$ cat src/sv/vdh_ram.sv
`default_nettype none

module vdh_ram #(
    parameter int WIDTH = 24,
    parameter int DEPTH = 120
) (
    input  wire logic                     clk,
    input  wire logic                     wr_en,
    input  wire logic [$clog2(DEPTH)-1:0] wr_addr,
    input  wire logic [WIDTH-1:0]         wr_data,
    input  wire logic                     rd_en,
    input  wire logic [$clog2(DEPTH)-1:0] rd_addr,
    output logic      [WIDTH-1:0]         rd_data
);

    logic [WIDTH-1:0] mem [DEPTH];

    always_ff @(posedge clk)
    begin
        if (wr_en) mem[wr_addr] <= wr_data;
        if (rd_en) rd_data <= mem[rd_addr];
    end

endmodule

`default_nettype wire

$ cat config.mk
export PLATFORM = sky130hd
export DESIGN_NAME = vdh_ram
export DESIGN_NICKNAME = d
export VERILOG_FILES = /design/src/sv/vdh_ram.sv
export SDC_FILE = /design/constraint.sdc
export NUM_CORES = 2
export LEC_CHECK = 0
export CORE_MARGIN = 1
export CORE_UTILIZATION = 60
export CTS_CLUSTER_DIAMETER = 80
export CTS_CLUSTER_SIZE = 24
export DETAILED_ROUTE_END_ITERATION = 8
export DONT_BUFFER_PORTS = 1
export PLACE_DENSITY = 0.76
export SLEW_MARGIN = 10
export SYNTH_ARGS = -nofsm -noshare
export SYNTH_HDL_FRONTEND = slang
export SYNTH_SLANG_ARGS = --single-unit
export TNS_END_PERCENT = 100
$ cat constraint.sdc
create_clock -name clk -period 5.55 [get_ports clk]
set_input_delay 1.11 -clock clk [delete_from_list [all_inputs] [get_ports clk]]
set_output_delay 1.11 -clock clk [all_outputs]
set_load 0.02 [all_outputs]
==> results.py <==
metrics = {
    "critical_path": {
        "worstPathMaxFanout": 568,
        "critPathLaunch": "rd_addr[1]",
        "critical_path.slowest_cell": "mux4_2",
        "crit_type": "input port to flop",
        "r2r-start": "mem[118][15]",
        "cp_cell_sequence": "mux4_2 > mux2_2 > a222oi_1 > mux2i_1 > nand2_1 > o221ai_1",
        "critPathCaptureType": "flop",
        "arrival_ps": 5870,
        "cp-endpoint": "rd_data[15]",
        "r2r-end": "rd_data[15]",
        "max_stage_delay_ps": 1080,
        "r2r.worst_path.cells": 6,
        "crit_required_ps": 6110,
        "r2r_setup_slack_ps": 2390,
        "cp-start-kind": "input port",
    },
    "synth": {
        "synthesis.area_mm2": 0.111,
        "syn_inst": 4757,
        "ys_types": 57,
        "synthTopCellsByCount": "2904 x edfxtp_1, 801 x mux4_2, 218 x nand2_1",
        "yosys.cell_count.top_type": "edfxtp_1",
        "synth.top_cell.area_share_pct": 78.3,
        "ys_warn_count": 0,
        "syn-num-nets": 4798,
        "synth_area_leaders": "edfxtp_1 78%, mux4_2 16%, mux2i_1 1.2%",
        "synth.ff_latch_count": 2904,
        "avgSynthCellArea_um2": 23.4,
        "ys_async_sr_fraction_pct": 0,
        "synth_ff_type": "edfxtp_1",
        "ys_seq_area_share_pct": 78.3,
        "yosys.area.top_type": "edfxtp_1",
        "synth_edf_count": 2904,
    },
    "power_and_ir_drop": {
        "power.switching_w": 0.00734,
        "swShare_pct": 19.7,
        "p_int_w": 0.0299,
        "p_seq_share_pct": 65.2,
        "leakage_nw": 36.2,
        "p_per_area_mw_per_mm2": 313,
        "vdd_ir_drop_max_v": 0.000264,
        "power_w": 0.0372,
        "combPwrFrac_pct": 4.4,
        "clockPowerShare_pct": 30.4,
    },
    "floorplanning": {
        "die_y_um": 433,
        "dieArea_mm2": 0.187,
        "io_pins": 65,
        "dieWidth_um": 433,
        "fp-row-count": 157,
        "core_mm2": 0.184,
        "start_util_pct": 60.6,
    },
    "routing": {
        "vias": 52400,
        "detail_route.wl_per_cell_um": 38.5,
        "drc": 0,
        "first_pass_iters": 6,
        "drt_iter0_markers": 9183,
        "wl_um": 281000,
        "vias_per_cell": 7.17,
        "ant_nets": 0,
    },
    "place": {
        "pre_cts_ws_ps": -181,
        "post-dp-hpwl_um": 146000,
        "postPlaceCellArea_mm2": 0.115,
        "port_buffers": 0,
        "gp_congestion": 0.855,
    },
    "global_route": {
        "grtUsageTotal_pct": 30.6,
        "overflow": 0,
        "grt_antenna_before_repair": 9,
        "grt_max_degree": 569,
        "grt_pass1_wl_um": 394000,
        "first_global_vias": 51800,
    },
    "timing": {
        "slew_headroom_pct": -131,
        "drv_slew": 373,
        "min_period_over_period_pct": 95.7,
        "tightest_slew_ps": 3460,
        "fin_crit_ps": 5310,
        "finalHoldViolations": 0,
        "rsz0062_at_grt": "no",
        "final.setup.tns_ps": 0,
        "finalSetupViolCount": 0,
        "clock_skew_ps": 45.7,
        "fmax_mhz": 188,
        "fin_ws_ps": 238,
    },
    "final_layout": {
        "num_antenna_cells": 0,
        "fin_area_mm2": 0.119,
        "fillers": 11300,
        "area_growth_pct": 6.80,
        "nNetsFinal": 4857,
        "drive_gt1_share_pct": 26.8,
    },
    "outcome": {
        "violations": "slew limit",
        "status": "complete, but fails checks",
    },
    "cts": {
        "cts_tree": "done",
        "htree_levels": 4,
        "clkSinkCount": 2904,
        "worstSkewPairLatency_ps": 850,
        "cts_resized": 0,
        "postCtsHoldBufs": 0,
        "clkSlewWorstSetupHoldPaths_ps": 100,
        "cts_setup_buffers": 0,
        "cts.path.max_buffers": 3,
        "cts_buffers": 141,
        "cts-root-buf": "clkbuf_16",
    },
    "min_path": {
        "hp-class": "input port to flop",
        "holdPathStages": 0,
    },
    "job": {
        "drv_cap": 0,
    },
}
==> placed cells by master, fill, tap and decap left out, drive strengths merged, types with 7 or more instances in the layout <==
cell type and count:
mux2 17, o21ai 35, clkinv 7, buf 178, a311oi 7, a211oi 8
and2 8, and3 7, clkbuf 152, a31oi 17, a32oi 9, a222oi 8
mux2i 130, nand2 218, edfxtp 2904, mux4 801, a21oi 30, inv 12
nand2b 7, nand3 24, o22ai 22, nor2 137, o221ai 11, nor2b 9
==> flip-flops by register name, indices dropped and copies added, names as in the netlist <==
name     cells
mem       2880
rd_data     24
==> through the flow <==
| step | instances | utilization [%] | hold slack (ps) |
|---|---|---|---|
| floorplan | 4757 | - | 910 |
| global placement | 7136 | 62.6 | 1010 |
| detailed placement | 7136 | 62.6 | 1020 |
| CTS | 7303 | 64.7 | 324 |
| global route | 7304 | 64.8 | 314 |
| finish | 7304 | 64.8 | 352 |
==> layer usage <==
metal / part of all wire, % / track usage (%) / wire [µm] / vias to the layer above
li1: - / - / - / 20200
met1: 34 / 42.1 / 95900 / 27700
met2: 48 / 48.4 / 135000 / 3918
met3: 13 / 5.93 / 35400 / 583
met4: 5.2 / 13.9 / 14500 / 4
met5: 0.0085 / 0 / 24 / -
==> layout make-up <==
cell class	count	area (µm²)	area share, %
tap	2464	3080	2.59
sequential	2904	87200	73.3
inverter	6	37.5	0.0316
clock buffer	152	3720	3.13
timing repair buffer	178	1600	1.34
multi-input combinational	1585	23100	19.4
clock inverter	15	179	0.150
==> cells by family (layout without fill, tap and decap cells) <==
logic type	Yosys count	count (layout)	synth area share, %
buffers and inverters	268	351	1.23
multiplexers	948	948	17.5
AO/OA/AOI/OAI	202	202	1.31
flip-flops	2904	2904	78.3
AND/OR/NAND/NOR	435	435	1.62
==> critical path, delay by kind of cell <==
family             cells  cell delay (ps)
AOI/OAI and AO/OA      2              820
muxes                  3             1970
and+or+nand+nor        1              290
==> how the worst min path moves through the flow <==
stage	slack (ps)	to	from
finish	350	mem[57][17]	wr_data[17]
global route	310	mem[62][17]	wr_data[17]
CTS	320	mem[59][17]	wr_data[17]
detailed placement	1020	rd_data[11]	mem[114][11]
global placement	1010	rd_data[11]	mem[118][11]
floorplan	910	rd_data[1]	mem[102][1]
==> power by group through the flow <==
stage | logic, W | registers (W) | clock network, W
5_1_grt | 0.00164 | 0.0243 | 0.0121
6_report | 0.00162 | 0.0243 | 0.0113
2_1_floorplan | 0.00121 | 0.0247 | 0
4_1_cts | 0.00156 | 0.0243 | 0.0114
3_5_place_dp | 0.00155 | 0.0248 | 0
3_3_place_gp | 0.00154 | 0.0248 | 0
Power figures use the tool's default switching activity.
