===== src/sv/vdh_pkg.sv =====
`default_nettype none

package vdh_pkg;

    localparam int BIN_COUNT = 40;
    localparam int BIN_W     = $clog2(BIN_COUNT);
    localparam int RAM_DEPTH = 3 * BIN_COUNT;
    localparam int RAM_AW    = $clog2(RAM_DEPTH);

    localparam int DIV_DW = 40;     // dividend / quotient width
    localparam int DIV_SW = 24;     // divisor width

    localparam logic [23:0] SAT24 = 24'hFFFFFF;

    localparam logic [1:0] KIND_SAMPLE = 2'd0;
    localparam logic [1:0] KIND_REPORT = 2'd1;
    localparam logic [1:0] KIND_CLEAR  = 2'd2;

    localparam logic [1:0] CFG_WIRING  = 2'd0;
    localparam logic [1:0] CFG_THRESH  = 2'd1;
    localparam logic [1:0] CFG_NOMINAL = 2'd2;

    localparam logic [31:0] NOMINAL_RST = 32'd812800;

    // deviation bin from the low quotient byte, folded about 100
    function automatic logic [BIN_W-1:0] bin_of(input logic [7:0] q);
        int h;
        int qi;
        int d;
        int b;
        h  = BIN_COUNT / 2;
        qi = int'(q);
        if (qi > 100) begin
            d = qi - 100;
            if (d > h) d = h - 1;
            b = h - d;
        end else if (qi < 100) begin
            d = 100 - qi;
            b = (d > h) ? h - 1 : h + d;
        end else begin
            b = h;
        end
        if (b < 0 || b >= BIN_COUNT) b = 0;
        return BIN_W'(b);
    endfunction

endpackage

`default_nettype wire


===== src/sv/vdh_div.sv =====
`default_nettype none

// restoring divider, one quotient bit per cycle
module vdh_div
    import vdh_pkg::*;
(
    input  wire logic              clk,
    input  wire logic              rst_n,
    input  wire logic              start,
    input  wire logic [DIV_DW-1:0] dividend,
    input  wire logic [DIV_SW-1:0] divisor,
    output logic                   done,
    output logic      [DIV_DW-1:0] quotient
);

    localparam int CW = $clog2(DIV_DW + 1);

    logic [DIV_DW-1:0] dq_reg;
    logic [DIV_SW-1:0] rem_reg;
    logic [DIV_SW-1:0] dvs_reg;
    logic [CW-1:0]     cnt_reg;
    logic              done_reg;
    logic [DIV_SW:0]   trial;
    logic              fits;

    assign trial = {rem_reg, dq_reg[DIV_DW-1]};
    assign fits  = trial >= {1'b0, dvs_reg};

    always_ff @(posedge clk or negedge rst_n)
    begin
        if (!rst_n) begin
            cnt_reg  <= '0;
            done_reg <= 1'b0;
        end else begin
            done_reg <= 1'b0;
            if (start) begin
                cnt_reg <= CW'(DIV_DW);
            end else if (cnt_reg != '0) begin
                cnt_reg <= cnt_reg - 1'b1;
                if (cnt_reg == CW'(1)) done_reg <= 1'b1;
            end
        end
    end

    always_ff @(posedge clk)
    begin
        if (start) begin
            dq_reg  <= dividend;
            rem_reg <= '0;
            dvs_reg <= divisor;
        end else if (cnt_reg != '0) begin
            rem_reg <= fits ? DIV_SW'(trial - {1'b0, dvs_reg}) : DIV_SW'(trial);
            dq_reg  <= {dq_reg[DIV_DW-2:0], fits};
        end
    end

    assign done     = done_reg;
    assign quotient = dq_reg;

endmodule

`default_nettype wire


===== config.mk =====
export PLATFORM = sky130hd
export DESIGN_NAME = vdh_div
export DESIGN_NICKNAME = d
export VERILOG_FILES = /design/src/sv/vdh_pkg.sv /design/src/sv/vdh_div.sv
export SDC_FILE = /design/constraint.sdc
export NUM_CORES = 1
export LEC_CHECK = 0
export BUFFER_PORTS_ARGS = -buffer_cell sky130_fd_sc_hd__buf_4
export CAP_MARGIN = 20
export CORE_MARGIN = 2
export CORE_UTILIZATION = 30
export DETAILED_ROUTE_END_ITERATION = 12
export GPL_ROUTABILITY_DRIVEN = 0
export SLEW_MARGIN = 20
export SYNTH_ARGS = -nofsm -noshare
export SYNTH_HDL_FRONTEND = slang
export SYNTH_SLANG_ARGS = --single-unit

===== constraint.sdc =====
create_clock -name clk -period 6.2 [get_ports clk]
set_input_delay 0.31 -clock clk [delete_from_list [all_inputs] [get_ports clk]]
set_output_delay 0.31 -clock clk [all_outputs]
set_load 0.01 [all_outputs]

==> summary.txt <==
Drt
  • DRC Markers: 0
  • WL/cell: 14.5 um
  • DRT iter0 DRCs: 191
  • TritonRoute pass-1 iters: 4
  • Post-Route WL: 11600 um
  • Vias: 3857
  • Vias per cell: 4.83
  • Remaining antenna violation count after routing: 0

Clocking
  • Postcts setup bufs: 0
  • Reg clk slew, reported paths: 0.07 ns
  • CTS tree: yes
  • Root Buffer: clkbuf_16
  • Clock sink count: 95
  • H-tree Lvls: 3
  • Clock network latency to the later pin of the worst-skew pair: 0.35 ns
  • Max Root-Sink Buffers: 2
  • Number of buffers created by CTS: 9

Worst setup path
  • R2r setup slk: 3.26 ns
  • Setup crit start: quotient[39]
  • Crit Path Category: register to register
  • Reg2reg start: quotient[39]
  • Worst endpoint data arrival time: 3.20 ns
  • Startpoint types: register
  • CP endpoint: rem_reg[16]
  • CP endpoint kind: register
  • Cells on worst reg2reg path: 11
  • Worst Path Required: 6.46 ns
  • Crit-path max FO: 4
  • Reg2reg end: rem_reg[16]

Finish
  • Max reg flops: 40
  • N_diodes: 0
  • Design area: 0.00650 mm^2
  • Layout cells sized above 1: 0.312
  • FILL cells: 1702
  • Final net count: 662
  • Layout area overhead: 24.9%

Timing
  • Tcrit/Tclk final: 0.474
  • Fin Clk Skew: 0.00921 ns
  • Final slew viol count: 0
  • Final hold vios: 0
  • Final setup viols: 0
  • Setup_tns: 0 ns
  • RSZ-0062 raised after global routing: no
  • Slew Limit Headroom: 0.336
  • F_max: 0.340 GHz
  • Final min period: 2.94 ns
  • Hold WS: 0.134 ns
  • Worst-Margin Slew: 0.996 ns

Yosys
  • Proportion of synthesized area in mux cells: 0.0926
  • Synth Net Count: 560
  • Post-synth EDFFs: 64
  • Area of the mapped netlist: 0.00520 mm^2
  • Commonest cells in the netlist: 64 x edfxtp_1, 42 x nand2_1, 41 x mux2_2
  • Synth unique cells: 66
  • Yosys warns: 0
  • Top-area cell type share of the netlist area: 0.369
  • FF+latch count, synth: 95
  • Synth Area in Adders: 0.0664
  • Synth Area in XOR/XNOR: 0.0286
  • Post-synth top area cell: edfxtp_1
  • Cell count after synthesis: 466
  • Largest family of logic cells by synthesized area: compound AO/OA/AOI/OAI gates
  • Ys flop type: edfxtp_1
  • Complex-gate fraction of the synthesized area: 0.147
  • Synth async-reset ratio: 0.0737
  • Cell with the most instances after synthesis: edfxtp_1
  • Synth Area in Simple Gates: 0.127
  • Sequential share of the synthesized area: 0.495
  • Top cells by area, synth: edfxtp_1 37%, dfxtp_1 9.2%, mux2_2 8.9%
  • Avg Cell Area, Syn: 11.2 um^2

Die
  • Core area: 0.0171 mm^2
  • Row count: 48
  • Starting Density: 0.304
  • Ports: 108
  • Chip height: 136 um
  • Die width: 136 um
  • Die area: 0.0184 mm^2

Pwr
  • Leak: 2.78 nW
  • Switching pwr: 0.398 mW
  • Comb power frac: 0.171
  • Switching share of power: 0.257
  • Sequential share of power: 0.496
  • Clock power frac: 0.333
  • Power Internal: 1.15 mW
  • Power Density: 238 mW/mm^2
  • Worst IR drop on VDD: 0.128 mV

GRT
  • Largest net degree at the start of global routing: 56
  • GRT Residual Overflow: 0
  • Initial antenna violation count: 0
  • First-pass GRT wire length: 19200 um
  • Vias in the first global route: 3895
  • Overall routing resource usage: 0.132

Placement
  • I/O Buffers: 107
  • Placed inst area: 0.00622 mm^2
  • Post-DP HPWL: 8350 um

Run status
  • Status: finished, final reports clean

Min path
  • Class of the tightest hold or removal check: primary input to register

Run
  • Number of max-capacitance violations reported: 0
cells in the final DEF, fill, tap and decap left out, types with 3 or more instances in the layout:
cell type | synthesis | final
nor4_1 | 3 | 3
buf_4 | 2 | 109
o21a_1 | 9 | 9
a21o_1 | 8 | 8
nand2b_1 | 5 | 4
ha_1 | 26 | 26
nor2_1 | 36 | 36
a31oi_1 | 5 | 5
a211o_1 | 3 | 3
nand4_1 | 3 | 3
edfxtp_1 | 64 | 64
o31a_1 | 4 | 4
a21boi_0 | 3 | 3
nor3b_1 | 3 | 3
xnor2_1 | 14 | 14
nand3_1 | 8 | 8
xor2_1 | 3 | 3
dfrtp_1 | 7 | 7
nor3_1 | 6 | 6
inv_1 | 35 | 35
o21ai_0 | 9 | 9
a21oi_1 | 19 | 19
a211oi_1 | 8 | 8
clkbuf_16 | 0 | 9
mux2_2 | 41 | 41
or3_1 | 3 | 3
nand2_1 | 42 | 42
dfxtp_1 | 24 | 24
a311oi_1 | 14 | 14
worst max-delay path, stage by stage, from the launching register on:
cell and delay, ns:
edfxtp_1 0.38, inv_1 0.06, ha_1 0.23, fa_1 0.41, nor2b_1 0.19, o31a_1 0.21
o21ai_1 0.17, a21boi_0 0.26, o21ai_0 0.18, a211o_1 0.33, a31o_1 0.17, a311oi_1 0.24
worst min-delay path by stage:
stage / from / to / cells past startpoint
global route: divisor[21] / dvs_reg[21] / 1
CTS: divisor[1] / dvs_reg[1] / 1
global placement: rst_n / done / 1
detailed placement: rst_n / done / 1
floorplan: rst_n / cnt_reg[0] / 0
finish: divisor[21] / dvs_reg[21] / 1
metal layers:
metal,track usage,up-vias,part of all wire
met5,0,-,0
li1,-,1920,-
met1,0.164,1844,0.45
met4,0.0579,0,0.018
met2,0.217,81,0.48
met3,0.0337,12,0.054
area by class of cell:
cell class | count | area [um^2] | share of cell area
flip-flops and latches | 95 | 2580 | 0.397
multi-input cells | 317 | 2410 | 0.371
repair buffers | 110 | 828 | 0.127
well taps | 225 | 282 | 0.0433
clock buffers | 10 | 229 | 0.0352
inverters | 35 | 131 | 0.0202
clock inverters | 6 | 42.5 | 0.00655
through the flow:
| step | utilization | setup slack (ns) | total power [mW] | cells |
|---|---|---|---|---|
| after floorplan | - | 3.58 | 0.933 | 466 |
| after global placement | 0.363 | 3.43 | 1.04 | 781 |
| after detailed placement | 0.363 | 3.29 | 1.05 | 781 |
| after CTS | 0.380 | 3.28 | 1.57 | 798 |
| after global routing | 0.380 | 3.02 | 1.63 | 798 |
| final | 0.380 | 3.26 | 1.55 | 798 |
power groups by stage:
stage	clock network [mW]	logic, mW	registers [mW]
after global routing	0.559	0.293	0.776
after floorplan	0	0.145	0.788
after global placement	0	0.264	0.779
final	0.517	0.265	0.768
after detailed placement	0	0.266	0.781
after CTS	0.537	0.268	0.769
kinds of logic (layout without fill, tap and decap cells):
group,Yosys count,after routing
buffers and inverters,54,161
AO/OA/AOI/OAI,102,102
flip-flops,95,95
AND/OR/NAND/NOR,128,128
multiplexers,43,43
adder cells (fa/ha/maj),27,27
XOR/XNOR,17,17
what timing repair did:
action | in CTS | in global routing
hold endpoints to repair | 7 | 0
hold buffers | 1 | 0
gates resized for setup | 0 | 0
No activity file was read; power rests on OpenSTA's default activity.
